===== src/hdl/rtty_baudot_deframer_defines.svh =====
// assertion helpers for the rtty deframer
`ifndef RTTY_BAUDOT_DEFRAMER_DEFINES_SVH
`define RTTY_BAUDOT_DEFRAMER_DEFINES_SVH

// same-cycle implication
`define RBD_ASSERT_SAME(lbl, ck, rstn, ante, cons) \
  lbl: assert property (@(posedge ck) disable iff (!(rstn)) (ante) |-> (cons)) \
    else $error("rtty deframer check failed");

// next-cycle implication
`define RBD_ASSERT_NEXT(lbl, ck, rstn, ante, cons) \
  lbl: assert property (@(posedge ck) disable iff (!(rstn)) (ante) |=> (cons)) \
    else $error("rtty deframer check failed");

`endif


===== src/hdl/rbd_pkg.sv =====
package rbd_pkg;

  localparam int WIN_W = 15;

  localparam logic [1:0] STOP_1   = 2'd0;
  localparam logic [1:0] STOP_1P5 = 2'd1;
  localparam logic [1:0] STOP_2   = 2'd2;

  localparam logic [1:0] LINK_NONE    = 2'd0;
  localparam logic [1:0] LINK_HUNT    = 2'd1;
  localparam logic [1:0] LINK_CONFIRM = 2'd2;
  localparam logic [1:0] LINK_DATA    = 2'd3;

  localparam logic CFG_STOP_MODE = 1'b0;
  localparam logic CFG_INVERT    = 1'b1;

  localparam logic [4:0] LTRS_CODE = 5'd31;
  localparam logic [4:0] FIGS_CODE = 5'd27;

  localparam logic [6:0] LTRS_TAB [0:31] = '{
    7'd0,  7'd69, 7'd10, 7'd65, 7'd32, 7'd83, 7'd73, 7'd85,
    7'd13, 7'd68, 7'd82, 7'd74, 7'd78, 7'd70, 7'd67, 7'd75,
    7'd84, 7'd90, 7'd76, 7'd87, 7'd72, 7'd89, 7'd80, 7'd81,
    7'd79, 7'd66, 7'd71, 7'd0,  7'd77, 7'd88, 7'd86, 7'd0
  };

  localparam logic [6:0] FIGS_TAB [0:31] = '{
    7'd0,  7'd51, 7'd10, 7'd45, 7'd32, 7'd7,  7'd56, 7'd55,
    7'd13, 7'd36, 7'd52, 7'd39, 7'd44, 7'd33, 7'd58, 7'd40,
    7'd53, 7'd34, 7'd41, 7'd50, 7'd35, 7'd54, 7'd48, 7'd49,
    7'd57, 7'd63, 7'd38, 7'd0,  7'd46, 7'd47, 7'd59, 7'd0
  };

  typedef struct packed {
    logic [1:0] stop_mode;
    logic       invert_bit;
  } rbd_cfg_t;

  typedef struct packed {
    logic       char_valid;
    logic [6:0] ascii_char;
    logic [1:0] link_state;
  } rbd_res_t;

  // one-code delay line with shift state
  typedef struct packed {
    logic [4:0] held;
    logic       none_held;
    logic       figs;
  } rbd_dly_t;

  typedef struct packed {
    rbd_dly_t   st;
    logic [6:0] ch;
  } rbd_dec_t;

  function automatic logic [3:0] frame_len(logic [1:0] mode);
    logic [3:0] len;
    case (mode)
      STOP_1P5: len = 4'd15;
      STOP_2:   len = 4'd8;
      default:  len = 4'd7;
    endcase
    return len;
  endfunction

  function automatic logic [WIN_W-1:0] shift_in(logic [WIN_W-1:0] w, logic b,
                                                logic [1:0] mode);
    logic [3:0] pos;
    pos = frame_len(mode) - 4'd1;
    return (w >> 1) | (WIN_W'(b) << pos);
  endfunction

  function automatic logic frame_ok(logic [1:0] mode, logic [WIN_W-1:0] w);
    logic ok;
    ok = 1'b1;
    if (mode == STOP_1P5) begin
      if (w[1:0] != 2'b00) ok = 1'b0;
      for (int i = 0; i < 5; i++) begin
        if (w[2*i+2] != w[2*i+3]) ok = 1'b0;
      end
      if (w[14:12] != 3'b111) ok = 1'b0;
    end else begin
      if (w[0]) ok = 1'b0;
      if (mode == STOP_2) begin
        if (w[7:6] != 2'b11) ok = 1'b0;
      end else if (!w[6]) begin
        ok = 1'b0;
      end
    end
    return ok;
  endfunction

  function automatic logic [4:0] frame_data(logic [1:0] mode, logic [WIN_W-1:0] w);
    logic [4:0] d;
    if (mode == STOP_1P5) begin
      for (int i = 0; i < 5; i++) begin
        d[i] = w[2*i+2] | w[2*i+3];
      end
    end else begin
      d = w[5:1];
    end
    return d;
  endfunction

  function automatic rbd_dec_t dly_step(rbd_dly_t s, logic [4:0] data);
    rbd_dec_t r;
    r.st = s;
    r.ch = '0;
    if (s.none_held) begin
      r.st.none_held = 1'b0;
    end else if (s.held == LTRS_CODE) begin
      r.st.figs = 1'b0;
    end else if (s.held == FIGS_CODE) begin
      r.st.figs = 1'b1;
    end else begin
      r.ch = s.figs ? FIGS_TAB[s.held] : LTRS_TAB[s.held];
    end
    r.st.held = data;
    return r;
  endfunction

endpackage


===== src/hdl/rbd_cfg.sv =====
module rbd_cfg
  import rbd_pkg::*;
(
  input  logic     clk,
  input  logic     rst_n,
  input  logic     wr_en,
  input  logic     wr_index,
  input  logic [1:0] wr_data,
  output rbd_cfg_t cfg
);

  logic [1:0] stop_mode_r;
  logic       invert_r;

  always_ff @(posedge clk) begin
    if (!rst_n) begin
      stop_mode_r <= STOP_1P5;
      invert_r    <= 1'b0;
    end else if (wr_en) begin
      case (wr_index)
        CFG_STOP_MODE: stop_mode_r <= wr_data;
        CFG_INVERT:    invert_r    <= wr_data[0];
        default:       ;
      endcase
    end
  end

  assign cfg.stop_mode  = stop_mode_r;
  assign cfg.invert_bit = invert_r;

endmodule


===== src/hdl/rbd_framer.sv =====
module rbd_framer
  import rbd_pkg::*;
(
  input  logic     clk,
  input  logic     rst_n,
  input  logic     step_en,
  input  logic     bit_value,
  input  logic     signal_present,
  input  rbd_cfg_t cfg,
  output rbd_res_t res
);

  typedef enum logic [1:0] {
    ST_NONE    = LINK_NONE,
    ST_HUNT    = LINK_HUNT,
    ST_CONFIRM = LINK_CONFIRM,
    ST_DATA    = LINK_DATA
  } state_t;

  state_t           state_r, state_nxt;
  logic [WIN_W-1:0] win_r, win_nxt;
  logic [WIN_W-1:0] sync_r, sync_nxt;
  logic [3:0]       taken_r, taken_nxt;
  logic             await_r, await_nxt;
  logic             resync_r, resync_nxt;
  rbd_dly_t         dly_r, dly_nxt;
  logic [6:0]       ch;
  logic             b;
  rbd_dec_t         d1, d2;

  always_comb begin
    b          = bit_value ^ cfg.invert_bit;
    state_nxt  = state_r;
    win_nxt    = win_r;
    sync_nxt   = sync_r;
    taken_nxt  = taken_r;
    await_nxt  = await_r;
    resync_nxt = resync_r;
    dly_nxt    = dly_r;
    ch         = '0;
    d1         = '0;
    d2         = '0;

    // signal loss / gain
    if (!signal_present) begin
      state_nxt = ST_NONE;
    end else if (state_nxt == ST_NONE) begin
      resync_nxt = 1'b1;
    end

    if (resync_nxt) begin
      taken_nxt  = '0;
      win_nxt    = '0;
      sync_nxt   = '0;
      dly_nxt    = '{held: 5'd0, none_held: 1'b1, figs: 1'b0};
      state_nxt  = ST_HUNT;
      resync_nxt = 1'b0;
    end

    case (state_nxt)
      ST_HUNT: begin
        win_nxt = shift_in(win_nxt, b, cfg.stop_mode);
        if (frame_ok(cfg.stop_mode, win_nxt)) begin
          sync_nxt  = win_nxt;
          taken_nxt = '0;
          win_nxt   = '0;
          state_nxt = ST_CONFIRM;
          await_nxt = 1'b1;
        end
      end
      ST_CONFIRM, ST_DATA: begin
        // in 1.5-stop mode the mark idle before a start bit is skipped
        if (!(cfg.stop_mode == STOP_1P5 && await_nxt && b)) begin
          await_nxt = 1'b0;
          win_nxt   = shift_in(win_nxt, b, cfg.stop_mode);
          taken_nxt = taken_nxt + 4'd1;
          if (taken_nxt >= frame_len(cfg.stop_mode)) begin
            if (state_nxt == ST_CONFIRM) begin
              if (frame_ok(cfg.stop_mode, win_nxt)) begin
                d1        = dly_step(dly_nxt, frame_data(cfg.stop_mode, sync_nxt));
                d2        = dly_step(d1.st, frame_data(cfg.stop_mode, win_nxt));
                dly_nxt   = d2.st;
                ch        = (d2.ch != '0) ? d2.ch : d1.ch;
                state_nxt = ST_DATA;
              end else begin
                resync_nxt = 1'b1;
              end
            end else begin
              d1      = dly_step(dly_nxt, frame_data(cfg.stop_mode, win_nxt));
              dly_nxt = d1.st;
              ch      = d1.ch;
            end
            win_nxt   = '0;
            taken_nxt = '0;
            await_nxt = 1'b1;
          end
        end
      end
      default: ;
    endcase
  end

  always_ff @(posedge clk) begin
    if (!rst_n) begin
      state_r  <= ST_NONE;
      win_r    <= '0;
      sync_r   <= '0;
      taken_r  <= '0;
      await_r  <= 1'b0;
      resync_r <= 1'b0;
      dly_r    <= '{held: 5'd0, none_held: 1'b1, figs: 1'b0};
    end else if (step_en) begin
      state_r  <= state_nxt;
      win_r    <= win_nxt;
      sync_r   <= sync_nxt;
      taken_r  <= taken_nxt;
      await_r  <= await_nxt;
      resync_r <= resync_nxt;
      dly_r    <= dly_nxt;
    end
  end

  assign res.char_valid = (ch != '0);
  assign res.ascii_char = ch;
  assign res.link_state = state_nxt;

endmodule


===== src/hdl/rtty_baudot_deframer.sv =====
// path: an accepted input beat is registered in the input stage, then in the result stage, before out_valid
// throughput: one beat per cycle while out_ready allows, limited by the single framer update step
// each input beat yields exactly one result beat
// reset (rst_n low, synchronous): framer to no signal, letters shift, empty code delay,
// stop_mode to 1.5-stop doubled rate, invert_bit off, both pipeline stages empty
module rtty_baudot_deframer
  import rbd_pkg::*;
(
  input  logic       clk,
  input  logic       rst_n,
  // input channel
  input  logic       in_valid,
  output logic       in_ready,
  input  logic       in_bit_value,
  input  logic       in_signal_present,
  // result channel
  output logic       out_valid,
  input  logic       out_ready,
  output logic       out_char_valid,
  output logic [6:0] out_ascii_char,
  output logic [1:0] out_link_state,
  // configuration write channel
  input  logic       cfg_valid,
  output logic       cfg_ready,
  input  logic       cfg_index,
  input  logic [1:0] cfg_data
);

`include "rtty_baudot_deframer_defines.svh"

  rbd_cfg_t cfg;
  rbd_res_t res;

  // input stage
  logic     s1_valid_r;
  logic     s1_bit_r;
  logic     s1_sig_r;

  // result stage
  logic     out_valid_r;
  rbd_res_t out_res_r;

  logic     advance;
  logic     step_en;

  // result register frees up when empty or being taken this cycle
  assign advance  = !out_valid_r || out_ready;
  assign in_ready = !s1_valid_r || advance;
  assign step_en  = s1_valid_r && advance;

  // registers always writable; config must only be changed while idle, which the block itself does not enforce
  assign cfg_ready = 1'b1;

  rbd_cfg u_cfg (
    .clk      (clk),
    .rst_n    (rst_n),
    .wr_en    (cfg_valid && cfg_ready),
    .wr_index (cfg_index),
    .wr_data  (cfg_data),
    .cfg      (cfg)
  );

  always_ff @(posedge clk) begin
    if (!rst_n) begin
      s1_valid_r <= 1'b0;
    end else if (in_ready) begin
      s1_valid_r <= in_valid;
    end
  end

  // payload of the input stage, no reset needed
  always_ff @(posedge clk) begin
    if (in_valid && in_ready) begin
      s1_bit_r <= in_bit_value;
      s1_sig_r <= in_signal_present;
    end
  end

  // framer state advances once per beat leaving the input stage
  rbd_framer u_framer (
    .clk            (clk),
    .rst_n          (rst_n),
    .step_en        (step_en),
    .bit_value      (s1_bit_r),
    .signal_present (s1_sig_r),
    .cfg            (cfg),
    .res            (res)
  );

  always_ff @(posedge clk) begin
    if (!rst_n) begin
      out_valid_r <= 1'b0;
    end else if (advance) begin
      out_valid_r <= s1_valid_r;
    end
  end

  always_ff @(posedge clk) begin
    if (step_en) begin
      out_res_r <= res;
    end
  end

  assign out_valid      = out_valid_r;
  assign out_char_valid = out_res_r.char_valid;
  assign out_ascii_char = out_res_r.ascii_char;
  assign out_link_state = out_res_r.link_state;

  // a character only ever comes out of a locked framer
  `RBD_ASSERT_SAME(a_char_needs_lock, clk, rst_n, out_valid_r && out_res_r.char_valid, out_res_r.link_state == LINK_DATA)
  // no character means a zero code on the bus
  `RBD_ASSERT_SAME(a_idle_char_zero, clk, rst_n, out_valid_r && !out_res_r.char_valid, out_res_r.ascii_char == 7'd0)
  // every framer step lands in the result register on the next edge
  `RBD_ASSERT_NEXT(a_step_reaches_out, clk, rst_n, step_en, out_valid_r)

endmodule

===== config.mk =====
export PLATFORM = sky130hd
export DESIGN_NAME = rtty_baudot_deframer
export DESIGN_NICKNAME = d
export VERILOG_FILES = /design/src/hdl/rbd_pkg.sv /design/src/hdl/rbd_cfg.sv /design/src/hdl/rbd_framer.sv /design/src/hdl/rtty_baudot_deframer.sv
export VERILOG_INCLUDE_DIRS = /design/src /design/src/hdl
export SDC_FILE = /design/constraint.sdc
export NUM_CORES = 1
export LEC_CHECK = 0
export BUFFER_PORTS_ARGS = -buffer_cell sky130_fd_sc_hd__clkbuf_2
export CORE_ASPECT_RATIO = 2
export CORE_UTILIZATION = 40
export DETAILED_ROUTE_END_ITERATION = 10
export SLEW_MARGIN = 0
export SYNTH_ARGS = -nofsm -noshare
export SYNTH_HDL_FRONTEND = slang
export SYNTH_SLANG_ARGS = --single-unit

===== constraint.sdc =====
create_clock -name clk -period 6.7 [get_ports clk]
set_clock_uncertainty 0.1 [all_clocks]
set_input_delay 1.005 -clock clk [delete_from_list [all_inputs] [get_ports clk]]
set_output_delay 1.005 -clock clk [all_outputs]
set_load 0.02 [all_outputs]

# Word-level counts from Yosys, hierarchy flattened
# Memories as Yosys holds them, arrays and structs flattened.
# Index checks and enable logic that the tools add are counted.
word_totals:
  inputBits: 10
  n_memories: 4
  mem_bits_ro: 896
  ff_bits: 62
classes:
  n_lt_le_gt_ge: 3
  bitwise_logic: 16
  reduce_logical: 18
  n_mux: 119
  eq_ne: 25
  shift: 2
  add_sub_neg: 3
mem_list:
  columns: ["memory", "words", "width", "rd", "rd_clocked_by_memory_dff", "wr", "line", "rtl"]
  rows:
  - ["(name not given)", 32, 7, 1, 0, 0, "rbd_pkg.sv:117", "r.ch = s.figs ? FIGS_TAB[s.held] : LTRS_TAB[s.held];"]
  - ["(name not given)", 32, 7, 1, 0, 0, "rbd_pkg.sv:117", null]
  - ["(name not given)", 32, 7, 1, 0, 0, "rbd_pkg.sv:117", null]
  - ["(name not given)", 32, 7, 1, 0, 0, "rbd_pkg.sv:117", null]
ops:
  columns: ["operator", "n"]
  rows:
  - ["$mux W7", 26]
  - ["$mux W15", 7]
  - ["$mux W8", 12]
  - ["$mux W1", 48]
  - ["$mux W5", 7]
  - ["$or A14 B15 Y15", 2]
  - ["$pmux W15 S2", 1]
  - ["$shl A1 B4 Y15", 2]
  - ["$mux W4", 7]
  - ["$eq A5 B5 Y1 const B", 4]
  - ["$pmux W4 S2", 2]
  - ["$mux W2", 7]
  - ["$reduce_bool A7 Y1", 2]
  - ["$ge A6 B6 Y1 const B", 2]
  - ["$not A5 Y6", 2]
  - ["$ne A1 B1 Y1", 10]
  - ["$or A1 B1 Y1", 10]
  - ["$sub A4 B1 Y4 const B", 2]
  - ["$eq A2 B2 Y1 const B", 3]
  - ["$ne A2 B2 Y1 const B", 3]
  - ["$ne A3 B3 Y1 const B", 2]
  - ["$reduce_bool A2 Y1", 3]
  - ["$add A4 B1 Y4 const B", 1]
  - ["$eq A2 B1 Y1 const B", 2]
  - ["other kinds (13)", 19]

# Depth between registers and ports, before layout
depth:
  word_depth: 49
  depth_mapped: 20
  ltp_nobuf: 17

# By module
# From an unflattened synthesis, not the netlist that was laid out.
unflattened:
  cells_unflattened: 645
  hier_area_um2: 5032.3
modules_own_cells:
  columns: ["module", "area_per_inst_um2", "n_inst", "cells_each"]
  rows:
  - ["rbd_framer", 4418.0, 1, 607]
  - ["rtty_baudot_deframer", 475.5, 1, 23]
  - ["rbd_cfg", 138.9, 1, 15]

# Worst setup path after synthesis
# Ideal clock, no wire load.
synth_path:
  path_type: "reg2reg"
  from: "reg s1_sig_r"
  to: "reg out_res_r (netlist bit out_char_valid), data pin"
  path_stages_with_launch: 20
  slack_ns: 2.159
  t_arrival_ns: 4.169
  setup_time_ns: 0.272
  period_less_slack_ns: 4.541
  required_ns: 6.328
  cell_sequence: "edfxtp_1 -> buf_2 -> nor2b_1 -> a21oi_1 -> buf_2 -> buf_2 -> buf_1 -> buf_1 -> nand2_1 -> inv_1 -> ha_1 -> buf_2 -> nor2_1 -> a31oi_1 -> nor3_1 -> or4_4 -> a31oi_1 -> o22ai_1 -> and2_4 -> or4b_1"
synth_lines:
  columns: ["element", "line", "rtl"]
  rows:
  - ["from (decl)", "rtty_baudot_deframer.sv:37", "logic s1_sig_r;"]
  - ["from (signal assigned)", "rtty_baudot_deframer.sv:75", "s1_sig_r <= in_signal_present;"]
  - ["to (signal assigned)", "rtty_baudot_deframer.sv:100", "out_res_r <= res;"]
  - ["to (decl)", "rtty_baudot_deframer.sv:41", "rbd_res_t out_res_r;"]

==> run_results.csv <==
group,metric,value,unit
setup_path,cp_slowest_stage_delay,930,ps
grt,gr-usage-all-layers,27.0,%
floorplan,row_count,57,
synth,synthTopCellsByArea,"dfxtp_1 18%, ha_1 7.6%, edfxtp_1 7.3%",
setup_path,cp.required,6810,ps
routing,viasPerCell,6.51,
routing,wl_per_cell,20.9,um
floorplan,die_width,80.4,um
setup_path,path_class,"reg -> reg",
grt,antenna_found_initial,0,
final_layout,fin_util,44.3,%
final_layout,drive_above_1_share,9.94,%
min_path,hold_path_class,"reg -> reg",
sta,fmax,0.185,GHz
clock_tree,htreeDepth,3,
synth,synth.area.mux_share,2.34,%
synth,synth_nets,681,
power,power_leakage,1.97,nW
clock_tree,hold_buffers,0,
sta,drv_slew,0,
floorplan,dieArea,12800,um^2
synth,ys_warn_count,0,
setup_path,crit_top_cell,"inv_1",
floorplan,dieHeight,159,um
setup_path,cp_max_fo,23,
routing,vias,5088,
synth,ys.flop_type,"dfxtp_1",
synth,synth_top_family_by_area,"compound AO/OA/AOI/OAI gates",
min_path,min_from,"u_cfg.invert_r$_SDFFE_PN0P_",
floorplan,top_level_ports,23,
synth,netlist.area_leader.share,18.3,%
clock_tree,clkLatencyLatePin,330,ps
synth,yosysMostFrequentCell,"nand2_1",
setup_path,end_kind,"flip-flop",
job,drv_cap,0,
final_layout,n_antenna_cell,0,
sta,maxSlewHeadroom,11.8,%
grt,grt_pass1_vias,4995,
setup_path,start_kind,"flip-flop",
setup_path,crit_path_top_delay_cell,"a2111oi_0",
setup_path,cp.buffers_inverters,3,
synth,synth_largest_area_cell,"dfxtp_1",
sta,finalCritPeriodShare,80.7,%
grt,grt_max_degree,46,
synth,synthSimpleGateAreaFrac,25.7,%
synth,synth_commonest_cells,"68 x nand2_1, 46 x nor2_1, 45 x dfxtp_1",
clock_tree,clk_pin_slew,50,ps
synth,synth_area_per_cell,7.67,um^2
clock_tree,cts-root-buf,"clkbuf_16",
power,ir_drop,0.179,mV
clock_tree,cts-buffers-inserted,9,
sta,setup_viol,0,
final_layout,final_nets,669,
setup_path,path_cells,"inv_1, ha_1, nor3b_1, nor2_1, nand2_1, inv_1, ha_1, inv_1, o21ai_0, a2111oi_0, o21ai_0, a2111oi_2, a41o_1, o31ai_1, a21oi_1, or4b_1",
sta,finalSetupTns,0,ps
grt,overflow,0,
synth,synth_edf_count,12,
grt,grt_pass1_wl,26200,um
final_layout,fill_cells,1219,
sta,min_period,5400,ps
placement,gp_congestion,0.966,
sta,rsz0062_at_grt,"no",
synth,synth_cells,641,
setup_path,crit_family,"compound AO/OA/AOI/OAI gates",
sta,worst_pin_slew,1310,ps
synth,netlist_area,4920,um^2
routing,antenna_left,0,
power,powerDensity,191,nW/um^2
placement,hpwl,12200,um
placement,io_buffers,21,
floorplan,initial_core_util,40.8,%
synth,synth_seq_cells,57,
routing,drtIter0Drc,597,
synth,ys_async_sr_fraction,0,%
routing,drt-total-wl,16300,um
placement,place_area,5020,um^2
routing,route.detailed.drc,0,
run_status,status,"complete, no violations",
routing,drtPass1Iterations,9,
synth,ys_types,80,
synth,synth_seq_area_share,25.7,%
final_layout,area_delta_synth_final,8.53,%
setup_path,r2r_start,"u_cfg.stop_mode_r[1]$_SDFFE_PN0P_",
floorplan,core,12100,um^2
setup_path,crit_arrival,5510,ps
clock_tree,postCtsSetupRepairBufs,0,
synth,yosys.area_share.xor_xnor,0.713,%
clock_tree,post_cts_resized,0,
setup_path,startpoint,"u_cfg.stop_mode_r[1]$_SDFFE_PN0P_",
clock_tree,cts_tree,"done",
clock_tree,clockBufferDepth,2,
sta,hold_viol_final,0,
clock_tree,clock-sinks,57,
final_layout,final_design_area_no_fill,5340,um^2
synth,synth_compound_area_share,31.6,%
synth,synthAdderAreaFrac,7.64,%
-- power by group --
group / internal [mW] / switching, mW / leakage, nW
logic: 0.0548 / 0.122 / 1.34
registers: 0.356 / 0.00338 / 0.478
clock network: 0.319 / 0.161 / 0.150
-- cell type report --
| type | instances | area, um^2 | share of cell area, % |
|---|---|---|---|
| Tap cell | 147 | 184 | 3.45 |
| Clock inverter | 4 | 50.0 | 0.938 |
| Clock buffer | 12 | 268 | 5.02 |
| Inverter | 20 | 75.1 | 1.41 |
| Multi-Input combinational cell | 514 | 3350 | 62.7 |
| Timing Repair Buffer | 27 | 150 | 2.81 |
| Sequential cell | 57 | 1260 | 23.6 |
-- worst paths after layout --
| path | endpoint | slack (ps) | cells past startpoint |
|---|---|---|---|
| setup / recovery | out_char_valid$_DFFE_PP_ | 1300 | 16 |
| setup reg to reg | out_char_valid$_DFFE_PP_ | 1300 | 16 |
| hold reg to reg | u_cfg.invert_r$_SDFFE_PN0P_ | 380 | 2 |
| hold / removal | u_cfg.invert_r$_SDFFE_PN0P_ | 380 | 2 |
-- flip-flops by register name (all words and copies together) (netlist names) --
register,flops
out_ascii_char,7
out_char_valid,1
out_link_state,2
out_valid,1
s1_bit_r,1
s1_sig_r,1
s1_valid_r,1
u_cfg.invert_r,1
u_cfg.stop_mode_r,2
u_framer.await_r,1
u_framer.dly_r,7
u_framer.resync_r,1
u_framer.state_r,2
u_framer.sync_r,11
u_framer.taken_r,4
u_framer.win_r,14
-- layer usage --
layer	GRT usage, %	wire length (um)
met3	4.43	590
met1	26.1	5610
met4	20.5	1270
met2	48.5	8870
met5	0	0
-- kinds of logic (layout without fill, tap and decap cells) --
| family | Yosys count | in the layout |
|---|---|---|
| compound gates | 223 | 223 |
| flops | 57 | 57 |
| xor+xnor | 4 | 4 |
| fa+ha+maj | 30 | 30 |
| simple gates | 245 | 245 |
| mux | 11 | 11 |
| other cells | 1 | 1 |
| buf+inv | 70 | 63 |
-- per-stage QoR --
stage	hold WS [ps]	total power [mW]	setup slack [ps]	std cells
after global placement	376	0.539	1400	765
final	381	1.02	1300	781
after CTS	385	1.02	1400	781
after detailed placement	378	0.538	1440	765
after global routing	413	1.05	832	781
after floorplan	354	0.493	2160	641
-- cells in the final DEF, fill, tap and decap left out, drive strengths merged, types with 4 or more instances in the layout --
cell type	instances
and2	5
or2	6
a21oi	43
nand2	70
a211oi	11
clkbuf	33
o211a	4
edfxtp	12
a2111oi	4
o211ai	9
mux2i	10
ha	30
nand2b	7
nor2b	40
o2111ai	5
inv	18
a21boi	8
a211o	4
a22oi	29
and3	7
nor3	16
nand3	21
a31oi	11
nand4	6
o31ai	7
nor2	47
o21ai	39
nor3b	5
a21o	4
a32oi	6
dfxtp	45
o22ai	9
buf	6
-- worst min-delay path, cell delays in order (launching register included) --
cell	delay (ps)
dfxtp_1	310
nand2_1	50
a21boi_0	60
No activity file was read; power rests on OpenSTA's default activity.
